**src/rtl/i2r_pkg.sv**
```systemverilog
// Types, constants and pattern tables for the integer to Roman numeral converter.
`default_nettype none

package i2r_pkg;

	localparam logic signed [15:0] VAL_LO = 16'sd1;
	localparam logic signed [15:0] VAL_HI = 16'sd3000;

	localparam logic [7:0] CH_M  = 8'h4D;
	localparam logic [7:0] CH_D  = 8'h44;
	localparam logic [7:0] CH_C  = 8'h43;
	localparam logic [7:0] CH_L  = 8'h4C;
	localparam logic [7:0] CH_X  = 8'h58;
	localparam logic [7:0] CH_V  = 8'h56;
	localparam logic [7:0] CH_I  = 8'h49;
	localparam logic [7:0] CH_NL = 8'h0A;
	localparam logic [7:0] CH_NONE = 8'h00;

	typedef enum logic [1:0] {
		PL_THOU = 2'd0,
		PL_HUND = 2'd1,
		PL_TENS = 2'd2,
		PL_UNIT = 2'd3
	} i2r_place_t;

	localparam logic [2:0] DIG_NL = 3'd4;

	typedef enum logic [1:0] {
		K_ONE  = 2'd0,
		K_FIVE = 2'd1,
		K_TEN  = 2'd2
	} i2r_kind_t;

	typedef struct packed {
		logic       invalid;
		logic [1:0] thou;
		logic [3:0] hund;
		logic [3:0] tens;
		logic [3:0] unit;
	} i2r_entry_t;

	typedef struct packed {
		logic full;
		logic empty;
	} i2r_qstat_t;

	function automatic logic [2:0] pat_len(input logic [3:0] d);
		logic [2:0] len;
		unique case (d)
			4'd0:    len = 3'd0;
			4'd1:    len = 3'd1;
			4'd2:    len = 3'd2;
			4'd3:    len = 3'd3;
			4'd4:    len = 3'd2;
			4'd5:    len = 3'd1;
			4'd6:    len = 3'd2;
			4'd7:    len = 3'd3;
			4'd8:    len = 3'd4;
			4'd9:    len = 3'd2;
			default: len = 3'd0;
		endcase
		return len;
	endfunction

	function automatic i2r_kind_t pat_kind(input logic [3:0] d, input logic [1:0] pos);
		i2r_kind_t k;
		unique case (d)
			4'd9:                      k = (pos == 2'd0) ? K_ONE : K_TEN;
			4'd4:                      k = (pos == 2'd0) ? K_ONE : K_FIVE;
			4'd5, 4'd6, 4'd7, 4'd8:    k = (pos == 2'd0) ? K_FIVE : K_ONE;
			default:                   k = K_ONE;
		endcase
		return k;
	endfunction

	function automatic logic [7:0] place_sym(input i2r_place_t pl, input i2r_kind_t k);
		logic [7:0] s;
		s = CH_NONE;
		unique case (pl)
			PL_THOU: s = CH_M;
			PL_HUND: begin
				unique case (k)
					K_ONE:   s = CH_C;
					K_FIVE:  s = CH_D;
					default: s = CH_M;
				endcase
			end
			PL_TENS: begin
				unique case (k)
					K_ONE:   s = CH_X;
					K_FIVE:  s = CH_L;
					default: s = CH_C;
				endcase
			end
			PL_UNIT: begin
				unique case (k)
					K_ONE:   s = CH_I;
					K_FIVE:  s = CH_V;
					default: s = CH_X;
				endcase
			end
		endcase
		return s;
	endfunction

endpackage

`default_nettype wire

```
**src/rtl/i2r_in_if.sv**
```systemverilog
// Input channel: one signed integer per item.
`default_nettype none

interface i2r_in_if;
	logic               valid;
	logic               ready;
	logic signed [15:0] value;

	modport source (output valid, output value, input ready);
	modport sink   (input valid, input value, output ready);
endinterface

`default_nettype wire

```
**src/rtl/i2r_out_if.sv**
```systemverilog
// Output channel: one character per item.
`default_nettype none

interface i2r_out_if;
	logic       valid;
	logic       ready;
	logic [7:0] symbol;
	logic       invalid;
	logic       last;

	modport source (output valid, output symbol, output invalid, output last, input ready);
	modport sink   (input valid, input symbol, input invalid, input last, output ready);
endinterface

`default_nettype wire

```
**src/rtl/integer_to_roman_numeral.sv**
```systemverilog
// Top level of the integer to Roman numeral converter.
//
//  channel  role    fields                           per item
//  num      sink    value[15:0] signed               one integer
//  chr      source  symbol[7:0], invalid, last       one character
//
// The front takes an item every cycle unless the queue is full and stage three
// holds an item; three stages check the range and split the digits, then the
// item waits in the queue. The back steps through each digit's pattern, with a
// character per symbol, a silent step per zero digit, then the newline; an
// out-of-range item gives one flagged character. Reset clears all valid and
// pointer state at once. A stall on chr holds the back, and so the front.
`default_nettype none

module integer_to_roman_numeral
	import i2r_pkg::*;
#(
	parameter int QUEUE_DEPTH = 4
) (
	input  wire logic clk,
	input  wire logic arst_n,
	i2r_in_if.sink    num,
	i2r_out_if.source chr
);

	i2r_entry_t push_data;
	i2r_entry_t pop_data;
	i2r_qstat_t qstat;
	logic       push;
	logic       pop;

	i2r_front u_front (
		.clk       (clk),
		.arst_n    (arst_n),
		.num       (num),
		.qstat     (qstat),
		.push_data (push_data),
		.push      (push)
	);

	i2r_fifo #(
		.DEPTH (QUEUE_DEPTH)
	) u_fifo (
		.clk       (clk),
		.arst_n    (arst_n),
		.push      (push),
		.push_data (push_data),
		.pop       (pop),
		.pop_data  (pop_data),
		.qstat     (qstat)
	);

	i2r_back u_back (
		.clk      (clk),
		.arst_n   (arst_n),
		.pop_data (pop_data),
		.qstat    (qstat),
		.pop      (pop),
		.chr      (chr)
	);

endmodule

`default_nettype wire

```
**src/rtl/i2r_front.sv**
```systemverilog
// Front end: range check and decimal digit split over three pipeline stages.
`default_nettype none

module i2r_front
	import i2r_pkg::*;
(
	input  wire logic       clk,
	input  wire logic       arst_n,
	i2r_in_if.sink          num,
	input  wire i2r_qstat_t qstat,
	output i2r_entry_t      push_data,
	output logic            push
);

	logic       en;
	logic       v_s1, v_s2, v_s3;
	logic       inv_s1, inv_s2;
	logic [1:0] th_s1, th_s2;
	logic [9:0] r1_s1;
	logic [3:0] hu_s2;
	logic [6:0] r2_s2;
	i2r_entry_t ent_s3;

	logic [11:0] n;
	logic [1:0]  th_c;
	logic [11:0] th_base;
	logic        inv_c;
	logic [3:0]  hu_c;
	logic [3:0]  te_c;

	assign en        = !v_s3 || !qstat.full;
	assign num.ready = en;
	assign push      = v_s3 && !qstat.full;
	assign push_data = ent_s3;

	always_comb begin
		n     = num.value[11:0];
		inv_c = (num.value < VAL_LO) || (num.value > VAL_HI);
		priority if (n >= 12'd3000) begin
			th_c    = 2'd3;
			th_base = 12'd3000;
		end else if (n >= 12'd2000) begin
			th_c    = 2'd2;
			th_base = 12'd2000;
		end else if (n >= 12'd1000) begin
			th_c    = 2'd1;
			th_base = 12'd1000;
		end else begin
			th_c    = 2'd0;
			th_base = 12'd0;
		end
	end

	always_comb begin
		hu_c = 4'd0;
		for (int k = 1; k < 10; k++) begin
			if (r1_s1 >= 10'(k * 100)) hu_c = 4'(k);
		end
	end

	always_comb begin
		te_c = 4'd0;
		for (int k = 1; k < 10; k++) begin
			if (r2_s2 >= 7'(k * 10)) te_c = 4'(k);
		end
	end

	always_ff @(posedge clk or negedge arst_n) begin
		if (!arst_n) begin
			v_s1 <= 1'b0;
			v_s2 <= 1'b0;
			v_s3 <= 1'b0;
		end else if (en) begin
			v_s1 <= num.valid;
			v_s2 <= v_s1;
			v_s3 <= v_s2;
		end
	end

	always_ff @(posedge clk) begin
		if (en) begin
			inv_s1 <= inv_c;
			th_s1  <= th_c;
			r1_s1  <= 10'(n - th_base);

			inv_s2 <= inv_s1;
			th_s2  <= th_s1;
			hu_s2  <= hu_c;
			r2_s2  <= 7'(r1_s1 - 10'(hu_c) * 10'd100);

			ent_s3.invalid <= inv_s2;
			ent_s3.thou    <= th_s2;
			ent_s3.hund    <= hu_s2;
			ent_s3.tens    <= te_c;
			ent_s3.unit    <= 4'(r2_s2 - 7'(te_c) * 7'd10);
		end
	end

	a_push_not_full: assert property (@(posedge clk) disable iff (!arst_n)
		push |-> !qstat.full)
		else $error("front pushed into a full queue");

	a_stall_holds: assert property (@(posedge clk) disable iff (!arst_n)
		(v_s3 && qstat.full) |=> (v_s3 && $stable(ent_s3)))
		else $error("front stage three lost its entry under stall");

	a_valid_digits: assert property (@(posedge clk) disable iff (!arst_n)
		(push && !push_data.invalid) |->
			(push_data.hund < 4'd10 && push_data.tens < 4'd10 && push_data.unit < 4'd10))
		else $error("front produced a digit above nine");

endmodule

`default_nettype wire

```
**src/rtl/i2r_fifo.sv**
```systemverilog
// Short queue of classified items between front and back.
`default_nettype none

module i2r_fifo
	import i2r_pkg::*;
#(
	parameter int DEPTH = 4
) (
	input  wire logic       clk,
	input  wire logic       arst_n,
	input  wire logic       push,
	input  wire i2r_entry_t push_data,
	input  wire logic       pop,
	output i2r_entry_t      pop_data,
	output i2r_qstat_t      qstat
);

	localparam int PW = $clog2(DEPTH);
	localparam int CW = $clog2(DEPTH + 1);
	localparam logic [PW-1:0] PTR_LAST = PW'(DEPTH - 1);
	localparam logic [CW-1:0] CNT_FULL = CW'(DEPTH);

	i2r_entry_t    mem_q [DEPTH];
	logic [PW-1:0] wr_q, rd_q;
	logic [CW-1:0] cnt_q;

	assign qstat.full  = (cnt_q == CNT_FULL);
	assign qstat.empty = (cnt_q == '0);
	assign pop_data    = mem_q[rd_q];

	always_ff @(posedge clk or negedge arst_n) begin
		if (!arst_n) begin
			wr_q  <= '0;
			rd_q  <= '0;
			cnt_q <= '0;
		end else begin
			if (push) wr_q <= (wr_q == PTR_LAST) ? '0 : wr_q + PW'(1);
			if (pop)  rd_q <= (rd_q == PTR_LAST) ? '0 : rd_q + PW'(1);
			unique case ({push, pop})
				2'b10:   cnt_q <= cnt_q + CW'(1);
				2'b01:   cnt_q <= cnt_q - CW'(1);
				default: cnt_q <= cnt_q;
			endcase
		end
	end

	always_ff @(posedge clk) begin
		if (push) mem_q[wr_q] <= push_data;
	end

	a_cnt_bound: assert property (@(posedge clk) disable iff (!arst_n)
		cnt_q <= CNT_FULL)
		else $error("queue count above depth");

	a_no_underflow: assert property (@(posedge clk) disable iff (!arst_n)
		pop |-> !qstat.empty)
		else $error("pop from empty queue");

endmodule

`default_nettype wire

```
**src/rtl/i2r_back.sv**
```systemverilog
// Back end: steps through the digit patterns and emits their characters in order.
`default_nettype none

module i2r_back
	import i2r_pkg::*;
(
	input  wire logic       clk,
	input  wire logic       arst_n,
	input  wire i2r_entry_t pop_data,
	input  wire i2r_qstat_t qstat,
	output logic            pop,
	i2r_out_if.source       chr
);

	logic       busy_q;
	i2r_entry_t ent_q;
	logic [2:0] dig_q;
	logic [1:0] pos_q;
	logic       ov_q;
	logic [7:0] sym_q;
	logic       inv_q;
	logic       last_q;

	logic       load_ok;
	logic [3:0] d;
	logic [2:0] len;
	logic       emit, done;
	logic [7:0] e_sym;
	logic       e_inv, e_last;
	logic [2:0] dig_n;
	logic [1:0] pos_n;

	assign chr.valid   = ov_q;
	assign chr.symbol  = sym_q;
	assign chr.invalid = inv_q;
	assign chr.last    = last_q;

	assign load_ok = !ov_q || chr.ready;
	assign pop     = !qstat.empty && (!busy_q || done);

	always_comb begin
		unique case (i2r_place_t'(dig_q[1:0]))
			PL_THOU: d = {2'b00, ent_q.thou};
			PL_HUND: d = ent_q.hund;
			PL_TENS: d = ent_q.tens;
			PL_UNIT: d = ent_q.unit;
		endcase
		len = pat_len(d);
	end

	always_comb begin
		emit   = 1'b0;
		done   = 1'b0;
		e_sym  = CH_NONE;
		e_inv  = 1'b0;
		e_last = 1'b0;
		dig_n  = dig_q;
		pos_n  = pos_q;
		if (busy_q && load_ok) begin
			priority if (ent_q.invalid) begin
				emit   = 1'b1;
				e_inv  = 1'b1;
				e_last = 1'b1;
				done   = 1'b1;
			end else if (dig_q == DIG_NL) begin
				emit   = 1'b1;
				e_sym  = CH_NL;
				e_last = 1'b1;
				done   = 1'b1;
			end else if (3'(pos_q) < len) begin
				emit  = 1'b1;
				e_sym = place_sym(i2r_place_t'(dig_q[1:0]), pat_kind(d, pos_q));
				if (3'(pos_q) + 3'd1 == len) begin
					dig_n = dig_q + 3'd1;
					pos_n = 2'd0;
				end else begin
					pos_n = pos_q + 2'd1;
				end
			end else begin
				dig_n = dig_q + 3'd1;
				pos_n = 2'd0;
			end
		end
	end

	always_ff @(posedge clk or negedge arst_n) begin
		if (!arst_n) begin
			busy_q <= 1'b0;
			dig_q  <= '0;
			pos_q  <= '0;
			ov_q   <= 1'b0;
		end else begin
			if (pop) begin
				busy_q <= 1'b1;
				dig_q  <= '0;
				pos_q  <= '0;
			end else begin
				if (done) busy_q <= 1'b0;
				dig_q <= dig_n;
				pos_q <= pos_n;
			end
			if (load_ok) ov_q <= emit;
		end
	end

	always_ff @(posedge clk) begin
		if (pop) ent_q <= pop_data;
		if (emit) begin
			sym_q  <= e_sym;
			inv_q  <= e_inv;
			last_q <= e_last;
		end
	end

	a_invalid_form: assert property (@(posedge clk) disable iff (!arst_n)
		(ov_q && inv_q) |-> (sym_q == CH_NONE && last_q))
		else $error("invalid item with a character or without last");

	a_dig_range: assert property (@(posedge clk) disable iff (!arst_n)
		busy_q |-> (dig_q <= DIG_NL))
		else $error("digit index past newline");

	a_emit_only_busy: assert property (@(posedge clk) disable iff (!arst_n)
		emit |-> (busy_q && load_ok))
		else $error("character emitted without a live entry");

endmodule

`default_nettype wire

```
**src/flat_wrapper.sv**
```systemverilog
// flat-port wrapper written by rule: the top's interface ports become plain ports
module integer_to_roman_numeral_flat import i2r_pkg::*;
#(
	parameter int QUEUE_DEPTH = 4
)
  (clk, arst_n, num_valid, num_value, num_ready, chr_valid, chr_symbol, chr_invalid, chr_last, chr_ready);
  i2r_in_if num_i ();
  i2r_out_if chr_i ();
  input  wire logic clk;
  input  wire logic arst_n;
  input wire logic [$bits(num_i.valid)-1:0] num_valid;
  input wire logic [$bits(num_i.value)-1:0] num_value;
  output wire logic [$bits(num_i.ready)-1:0] num_ready;
  output wire logic [$bits(chr_i.valid)-1:0] chr_valid;
  output wire logic [$bits(chr_i.symbol)-1:0] chr_symbol;
  output wire logic [$bits(chr_i.invalid)-1:0] chr_invalid;
  output wire logic [$bits(chr_i.last)-1:0] chr_last;
  input wire logic [$bits(chr_i.ready)-1:0] chr_ready;
  assign num_i.valid = num_valid;
  assign num_i.value = num_value;
  assign num_ready = num_i.ready;
  assign chr_valid = chr_i.valid;
  assign chr_symbol = chr_i.symbol;
  assign chr_invalid = chr_i.invalid;
  assign chr_last = chr_i.last;
  assign chr_i.ready = chr_ready;
  integer_to_roman_numeral #(.QUEUE_DEPTH(QUEUE_DEPTH)) u_core (.clk(clk), .arst_n(arst_n), .num(num_i), .chr(chr_i));
endmodule
```
**config.mk**
```make
export PLATFORM = sky130hd
export DESIGN_NAME = integer_to_roman_numeral_flat
export DESIGN_NICKNAME = d
export VERILOG_FILES = /design/src/rtl/i2r_pkg.sv /design/src/rtl/i2r_in_if.sv /design/src/rtl/i2r_out_if.sv /design/src/rtl/integer_to_roman_numeral.sv /design/src/rtl/i2r_front.sv /design/src/rtl/i2r_fifo.sv /design/src/rtl/i2r_back.sv /design/src/flat_wrapper.sv
export SDC_FILE = /design/constraint.sdc
export NUM_CORES = 1
export LEC_CHECK = 0
export BUFFER_PORTS_ARGS = -buffer_cell sky130_fd_sc_hd__buf_4
export CORE_MARGIN = 2
export CORE_UTILIZATION = 40
export DETAILED_ROUTE_END_ITERATION = 16
export HOLD_SLACK_MARGIN = 0.05
export PLACE_DENSITY = 0.58
export SLEW_MARGIN = 20
export SYNTH_ARGS = -nofsm -noshare
export SYNTH_HDL_FRONTEND = slang
export SYNTH_HIERARCHICAL = 1
export SYNTH_SLANG_ARGS = --single-unit
```
**constraint.sdc**
```tcl
create_clock -name clk -period 4.7 [get_ports clk]
set_clock_uncertainty 0.15 [all_clocks]
set_input_delay 0.94 -clock clk [delete_from_list [all_inputs] [get_ports clk]]
set_output_delay 0.94 -clock clk [all_outputs]
set_load 0.01 [all_outputs]
```
Word-level counts from Yosys, hierarchy flattened:

Memories as Yosys holds them, arrays and structs flattened. A register that Yosys moved wholly into a read port is not among the register bits.
Index checks and enable logic that the tools add are counted.

* bits of input ports: 20
* bits in latches: 0
* memory bits (read-only): 48
* word-level logic and storage cells: 177
* memories kept: 2
* flip-flop bits (word level): 69
* bits in writable memories: 60

* reductions and logical operators: 25
* bitwise operators: 2
* add/sub/neg operators: 10
* shift operators: 0
* magnitude comparators: 24
* multipliers: 2
* div/mod/pow operators: 0
* muxes and demuxes: 65
* eq/ne operators: 20

Memory list
* u_core.u_fifo.mem_q: depth 4, width 15, read ports 1, clocked after memory_dff 1, wr ports 1, RTL line i2r_fifo.sv:23 `i2r_entry_t mem_q [DEPTH];`
* (no name shown): depth 16, width 3, read ports 1, clocked after memory_dff 0, wr ports 0, RTL line i2r_pkg.sv:49 `unique case (d)`

Operators with widths (number)
* 4-bit 2-to-1 mux: 18
* 10-bit greater-or-equal comparator, second input constant: 4
* 8-bit one-hot mux with 4 select lines: 1
* 10-bit by 9-bit greater-or-equal comparator with 1-bit output, second input constant: 3
* 10-bit 2-to-1 mux: 3
* 2-bit 2-to-1 mux: 13
* 7-bit by 6-bit greater-or-equal comparator with 1-bit output, second input constant: 3
* 7-bit greater-or-equal comparator, second input constant: 3
* 5-bit one-hot mux with 2 select lines: 2
* 1-bit 2-to-1 mux: 18
* 3-bit 2-to-1 mux: 6
* 4-bit by 3-bit == test with 1-bit output, second input constant: 4
* 16-bit by 13-bit greater-than comparator with 1-bit output, second input constant: 1
* 16-bit by 2-bit < comparator with 1-bit output, second input constant: 1
* 4-bit one-hot mux with 4 select lines: 1
* 7-bit by 5-bit greater-or-equal comparator with 1-bit output, second input constant: 2
* 12-bit by 10-bit greater-or-equal comparator with 1-bit output, second input constant: 1
* 12-bit by 11-bit greater-or-equal comparator with 1-bit output, second input constant: 1
* 12-bit greater-or-equal comparator, second input constant: 1
* 2-bit == test, second input constant: 5
* 10-bit by 7-bit greater-or-equal comparator with 1-bit output, second input constant: 1
* 10-bit by 8-bit greater-or-equal comparator with 1-bit output, second input constant: 1
* 10-bit subtractor: 1
* 4-bit == test, second input constant: 2
* 29 further kinds: 52

Logic depth before layout (Yosys ltp):

* depth in word-level cells: 14
* depth in mapped cells: 14
* gate-level depth less buffers: 14

Modules after synthesis:

The synthesis kept the hierarchy.

By module, submodules not included
* i2r_fifo: times used 1, cells an instance 117, area each 2622.5 um2
* i2r_front: times used 1, cells an instance 208, area each 2419.8 um2
* i2r_back: times used 1, cells an instance 160, area each 1785.5 um2

Worst setup path before layout:

OpenSTA, ideal clock, no wires.

* path type: register to register
* start: reg u_core.u_back.dig_q[0]
* end: reg u_core.u_back.inv_q (netlist: u_core/u_back/chr.invalid) (enable)
* stages on the path, launching flop included: 12
* period minus slack after synthesis: 3787 ps
* setup time: 376 ps
* setup slack: 913 ps
* required time: 4174 ps
* arrival: 3261 ps
* path through: dfrtp_1 > inv_1 > ha_1 > buf_6 > a222oi_1 > and3b_2 > a221o_2 > o21ai_0 > ha_1 > a21oi_1 > a31oi_2 > a21oi_1

* cells in the longest elaborated chain, start to end: 8
* elaborated cells on any way between the ends: 12
* classes of those cells: order compare: 1; eq/ne: 4; mux: 5; reduce/logical: 1; memory: 1

RTL lines
* from (decl): RTL line i2r_back.sv:17 `logic [2:0] dig_q;`
* from (signal assigned): RTL line i2r_back.sv:99 `dig_q <= dig_n;`
* 2-bit == test (tied with other cells): RTL line i2r_back.sv:42 `unique case (i2r_place_t'(dig_q[1:0]))`
* 4-bit one-hot mux with 4 select lines: RTL line i2r_back.sv:42
* memory 16 x 3 bit
* 2-bit by 3-bit < comparator with 1-bit output: RTL line i2r_back.sv:70 `end else if (3'(pos_q) < len) begin`
* 1-bit 2-to-1 mux: RTL line i2r_back.sv:70
* 1-bit 2-to-1 mux (*): RTL line i2r_back.sv:65 `end else if (dig_q == DIG_NL) begin`
* 1-bit 2-to-1 mux (*): RTL line i2r_back.sv:60 `priority if (ent_q.invalid) begin`
* 1-bit 2-to-1 mux (*): RTL line i2r_back.sv:59 `if (busy_q && load_ok) begin`
* named net u_core.u_back.emit: RTL line i2r_back.sv:27 `logic emit, done;`
* to (signal assigned): RTL line i2r_back.sv:110 `inv_q <= e_inv;`
* to (decl): RTL line i2r_back.sv:21 `logic inv_q;`

The timed path passes the listed nets; every way through them passes the cells marked *.
A chain may end at the register's enable or synchronous reset.

Worst setup path after layout:

* start: reg u_core.u_back.dig_q[0]
* end: reg u_core.u_back.sym_q[1] (netlist: u_core/u_back/chr.symbol[1]), data pin

* cells in the longest elaborated chain, start to end: 14
* elaborated cells on any way between the ends: 28
* classes of those cells: order compare: 1; eq/ne: 11; mux: 12; reduce/logical: 3; memory: 1

RTL lines
* 2-bit == test (tied with other cells): RTL line i2r_pkg.sv:79, i2r_back.sv:42
* 4-bit one-hot mux with 4 select lines: RTL line i2r_back.sv:42
* 4-bit by 3-bit == test with 1-bit output or 4-bit == test (tied branches): RTL line i2r_pkg.sv:67 `unique case (d)`
* 4-bit OR reduction: RTL line i2r_pkg.sv:67
* 2-bit one-hot mux with 3 select lines: RTL line i2r_pkg.sv:67
* 2-bit 2-to-1 mux: RTL line i2r_back.sv:70
* 2-bit 2-to-1 mux: RTL line i2r_back.sv:65
* 2-bit 2-to-1 mux: RTL line i2r_back.sv:60
* 2-bit 2-to-1 mux: RTL line i2r_back.sv:59
* 2-bit by 1-bit == test with 1-bit output or 2-bit logical NOT (tied branches): RTL line i2r_pkg.sv:82, i2r_pkg.sv:89, i2r_pkg.sv:96
* 5-bit one-hot mux with 2 select lines (tied with other cells): RTL line i2r_pkg.sv:96 `unique case (k)`
* 8-bit one-hot mux with 4 select lines: RTL line i2r_pkg.sv:79 `unique case (pl)`
* 4-bit 2-to-1 mux: RTL line i2r_back.sv:70
* 4-bit 2-to-1 mux (*): RTL line i2r_back.sv:65
* to (signal assigned): RTL line i2r_back.sv:109 `sym_q <= e_sym;`
* to (decl): RTL line i2r_back.sv:20 `logic [7:0] sym_q;`

Mark *: on every way between the ends. The rest lies on a longest branch, timed or not. The select of a mux whose other input is x is not followed.

==> reports/metrics.cfg <==
[clock_tree]
cts-root-buf = clkbuf_16
postCtsSetupBuffers = 0
clockBufferDepth = 2
cts_tree = done
cts_resized = 0
cts.sinks = 142
hold_buffers = 0
cts_made_buffers = 17
h-tree-depth = 4
cts.clk_slew.worst_paths_ps = 60
clock_latency_ps = 410

[timing]
fmax_mhz = 248
rsz0062_at_grt = no
fin_crit_sh = 0.857
tns_ps = 0
period_minus_slack_ps = 4030
hold_violations = 0
report.final.slew_viol_count = 0
tightest_slew_ps = 995
whs_ps = 237
relSlewSlack = 0.336
setup_violations = 0

[routing]
num_vias = 4032
drt_wl_total_mm = 12.0
drc = 0
vias_per_cell = 5.31
firstDrtPassIters = 5
antenna_left = 0
wl_per_cell_um = 15.7
drt_iter0_drc = 343

[floorplan]
die_w_um = 135
start_util = 0.410
fp-row-count = 47
io-pin-count = 32
dieArea_um2 = 18100
core_area_um2 = 16600
die_y_um = 135

[run]
drv_cap = 0

[status]
status = completed

[global_routing]
grt_use_total = 0.144
grt_pass1_vias = 4021
grt_pass1_wl_mm = 20.1
grt.overflow.total = 0
grt_max_degree = 46
antenna_found_initial = 0

[place]
place_hpwl_mm = 8.51
dpl_cell_area_um2 = 7280
place.gp.congestion = 0.815
numPortBuffers = 29

[worst_setup_path]
reg2reg_to = u_core/u_back/chr.symbol[1]$_SDFFCE_PP0P_
critPathLaunchType = flop
regToRegStartpoint = u_core/u_back/dig_q[0]$_DFFE_PN0P_
critical_path_required_ps = 4770
r2r_slack_ps = 670
end_kind = flop
worstPathMaxFanout = 9
arrival_ps = 4090
r2r_cells = 11
path_class = reg2reg

[cells_and_area]
syn2layout_area_growth_pct = 15.4
diodes = 0
drive_gt1_frac = 0.181
stdcell_area_um2 = 7880
nets = 578

[pwr]
p_leak_nw = 3.00
report.power.total_mw = 5.73
p_per_area_nw_per_um2 = 727
worst_ir_drop_vdd_mv = 0.320

[hold_path]
min_path_type = in2async

[logic_synthesis]
async_reset_ff_frac = 0.120
postSynthCellCount = 485
synth_top_area_frac = 0.550
synth_area_leader_cell = edfxtp_1
synth_edf_count = 125
ys.flop_type = edfxtp_1
syn_area_per_cell_um2 = 14.1
yosys.cell_types.count = 79
yosysMostFrequentCell = edfxtp_1
synth_area_leaders = edfxtp_1 (55%), dfrtp_1 (6.2%), ha_1 (4.9%)
ys_ff_latch = 142
mappedNetlistArea_um2 = 6830
yosysSeqAreaShare = 0.612
synth_commonest_cells = edfxtp_1 (125), inv_1 (41), ha_1 (27), a21oi_1 (26), nor2_1 (25)
yosysWarningCount = 6

[critical path, stage by stage, from the launching register on]
cell and delay [ps]:
dfrtp_1 440, inv_1 110, ha_1 340, a222oi_1 740
o31ai_1 290, a221o_2 450, o21ai_0 120, ha_1 290
a21oi_1 220, a31oi_2 120, o21a_1 240, a2111oi_2 330
[flip-flops by register name, summed over array words and instances (netlist names), 2 cells and up]
signal and cells:
u_core/u_front/th_s2 2, u_core/u_front/th_s1 2, u_core/u_back/chr.symbol 6, u_core/u_fifo/cnt_q 3, u_core/u_back/pos_q 2, u_core/u_front/hu_s2 4
u_core/u_front/r2_s2 7, u_core/u_fifo/rd_q 2, u_core/u_front/r1_s1 10, u_core/u_front/push_data 15, u_core/u_back/dig_q 3, u_core/u_fifo/mem_q 60
u_core/u_fifo/wr_q 2, u_core/u_back/ent_q 15
[placed cells by master, fill, tap and decap left out, types with 8 or more instances in the layout]
cell | netlist | routed
xnor2_1 | 11 | 11
buf_4 | 2 | 35
nand2b_1 | 8 | 8
inv_1 | 41 | 41
mux4_2 | 8 | 8
nand2_1 | 24 | 23
ha_1 | 27 | 27
o21ai_0 | 16 | 16
dfrtp_1 | 17 | 17
edfxtp_1 | 125 | 125
nor2_1 | 25 | 25
a21oi_1 | 26 | 26
clkbuf_16 | 0 | 17
[cell type report]
type / instances / area (um^2)
fill: 1455 / 8760
timing repair buffer: 35 / 263
clock inverter: 13 / 171
sequential: 142 / 4180
clock buffer: 19 / 433
multi-input combinational: 289 / 2400
inverter: 42 / 158
tap: 220 / 275
[worst max-delay path by stage]
| stage | to | startpoint | slack [ps] | cells after the start |
|---|---|---|---|---|
| detailed placement | u_core/u_back/chr.symbol[1]$_SDFFCE_PP0P_ | u_core/u_back/dig_q[0]$_DFFE_PN0P_ | 760 | 11 |
| global placement | u_core/u_back/dig_q[2]$_DFFE_PN0P_ | u_core/u_back/dig_q[0]$_DFFE_PN0P_ | 970 | 12 |
| finish | u_core/u_back/chr.symbol[1]$_SDFFCE_PP0P_ | u_core/u_back/dig_q[0]$_DFFE_PN0P_ | 670 | 11 |
| CTS | u_core/u_back/chr.symbol[1]$_SDFFCE_PP0P_ | u_core/u_back/dig_q[0]$_DFFE_PN0P_ | 710 | 11 |
| floorplan | u_core/u_back/chr.invalid$_SDFFCE_PN0P_ | u_core/u_back/dig_q[0]$_DFFE_PN0P_ | 910 | 11 |
| global route | u_core/u_back/chr.symbol[1]$_SDFFCE_PP0P_ | u_core/u_back/dig_q[0]$_DFFE_PN0P_ | 420 | 11 |
[report_power, final]
part | internal, mW | leakage, nW | switching (mW)
Combinational | 0.851 | 1.30 | 1.09
Sequential | 2.09 | 1.41 | 0.344
Clock | 0.879 | 0.292 | 0.474
[metrics by stage]
step | utilization | worst slack (ps) | std cells
after global routing | 0.474 | 417 | 760
after floorplan | - | 913 | 486
after global placement | 0.437 | 975 | 728
after detailed placement | 0.437 | 757 | 728
final | 0.474 | 673 | 760
after CTS | 0.474 | 709 | 760
[routing by layer]
metal / vias to the layer above / track usage / part of all wire
li1: 1941 / - / -
met1: 1977 / 0.176 / 0.43
met2: 98 / 0.244 / 0.51
met3: 16 / 0.0364 / 0.038
met4: 0 / 0.0567 / 0.017
met5: - / 0 / 0
[cells by family after synthesis]
| logic type | count (synthesis) | share of synthesized area |
|---|---|---|
| flip-flops | 142 | 0.612 |
| AND/OR/NAND/NOR | 110 | 0.0883 |
| AO/OA/AOI/OAI | 103 | 0.109 |
| buffers and inverters | 55 | 0.0370 |
| adder cells (fa/ha/maj) | 32 | 0.0627 |
| multiplexers | 24 | 0.0674 |
| XOR/XNOR | 18 | 0.0231 |
| other | 1 | 0.000549 |
No activity file was read; power rests on OpenSTA's default activity.
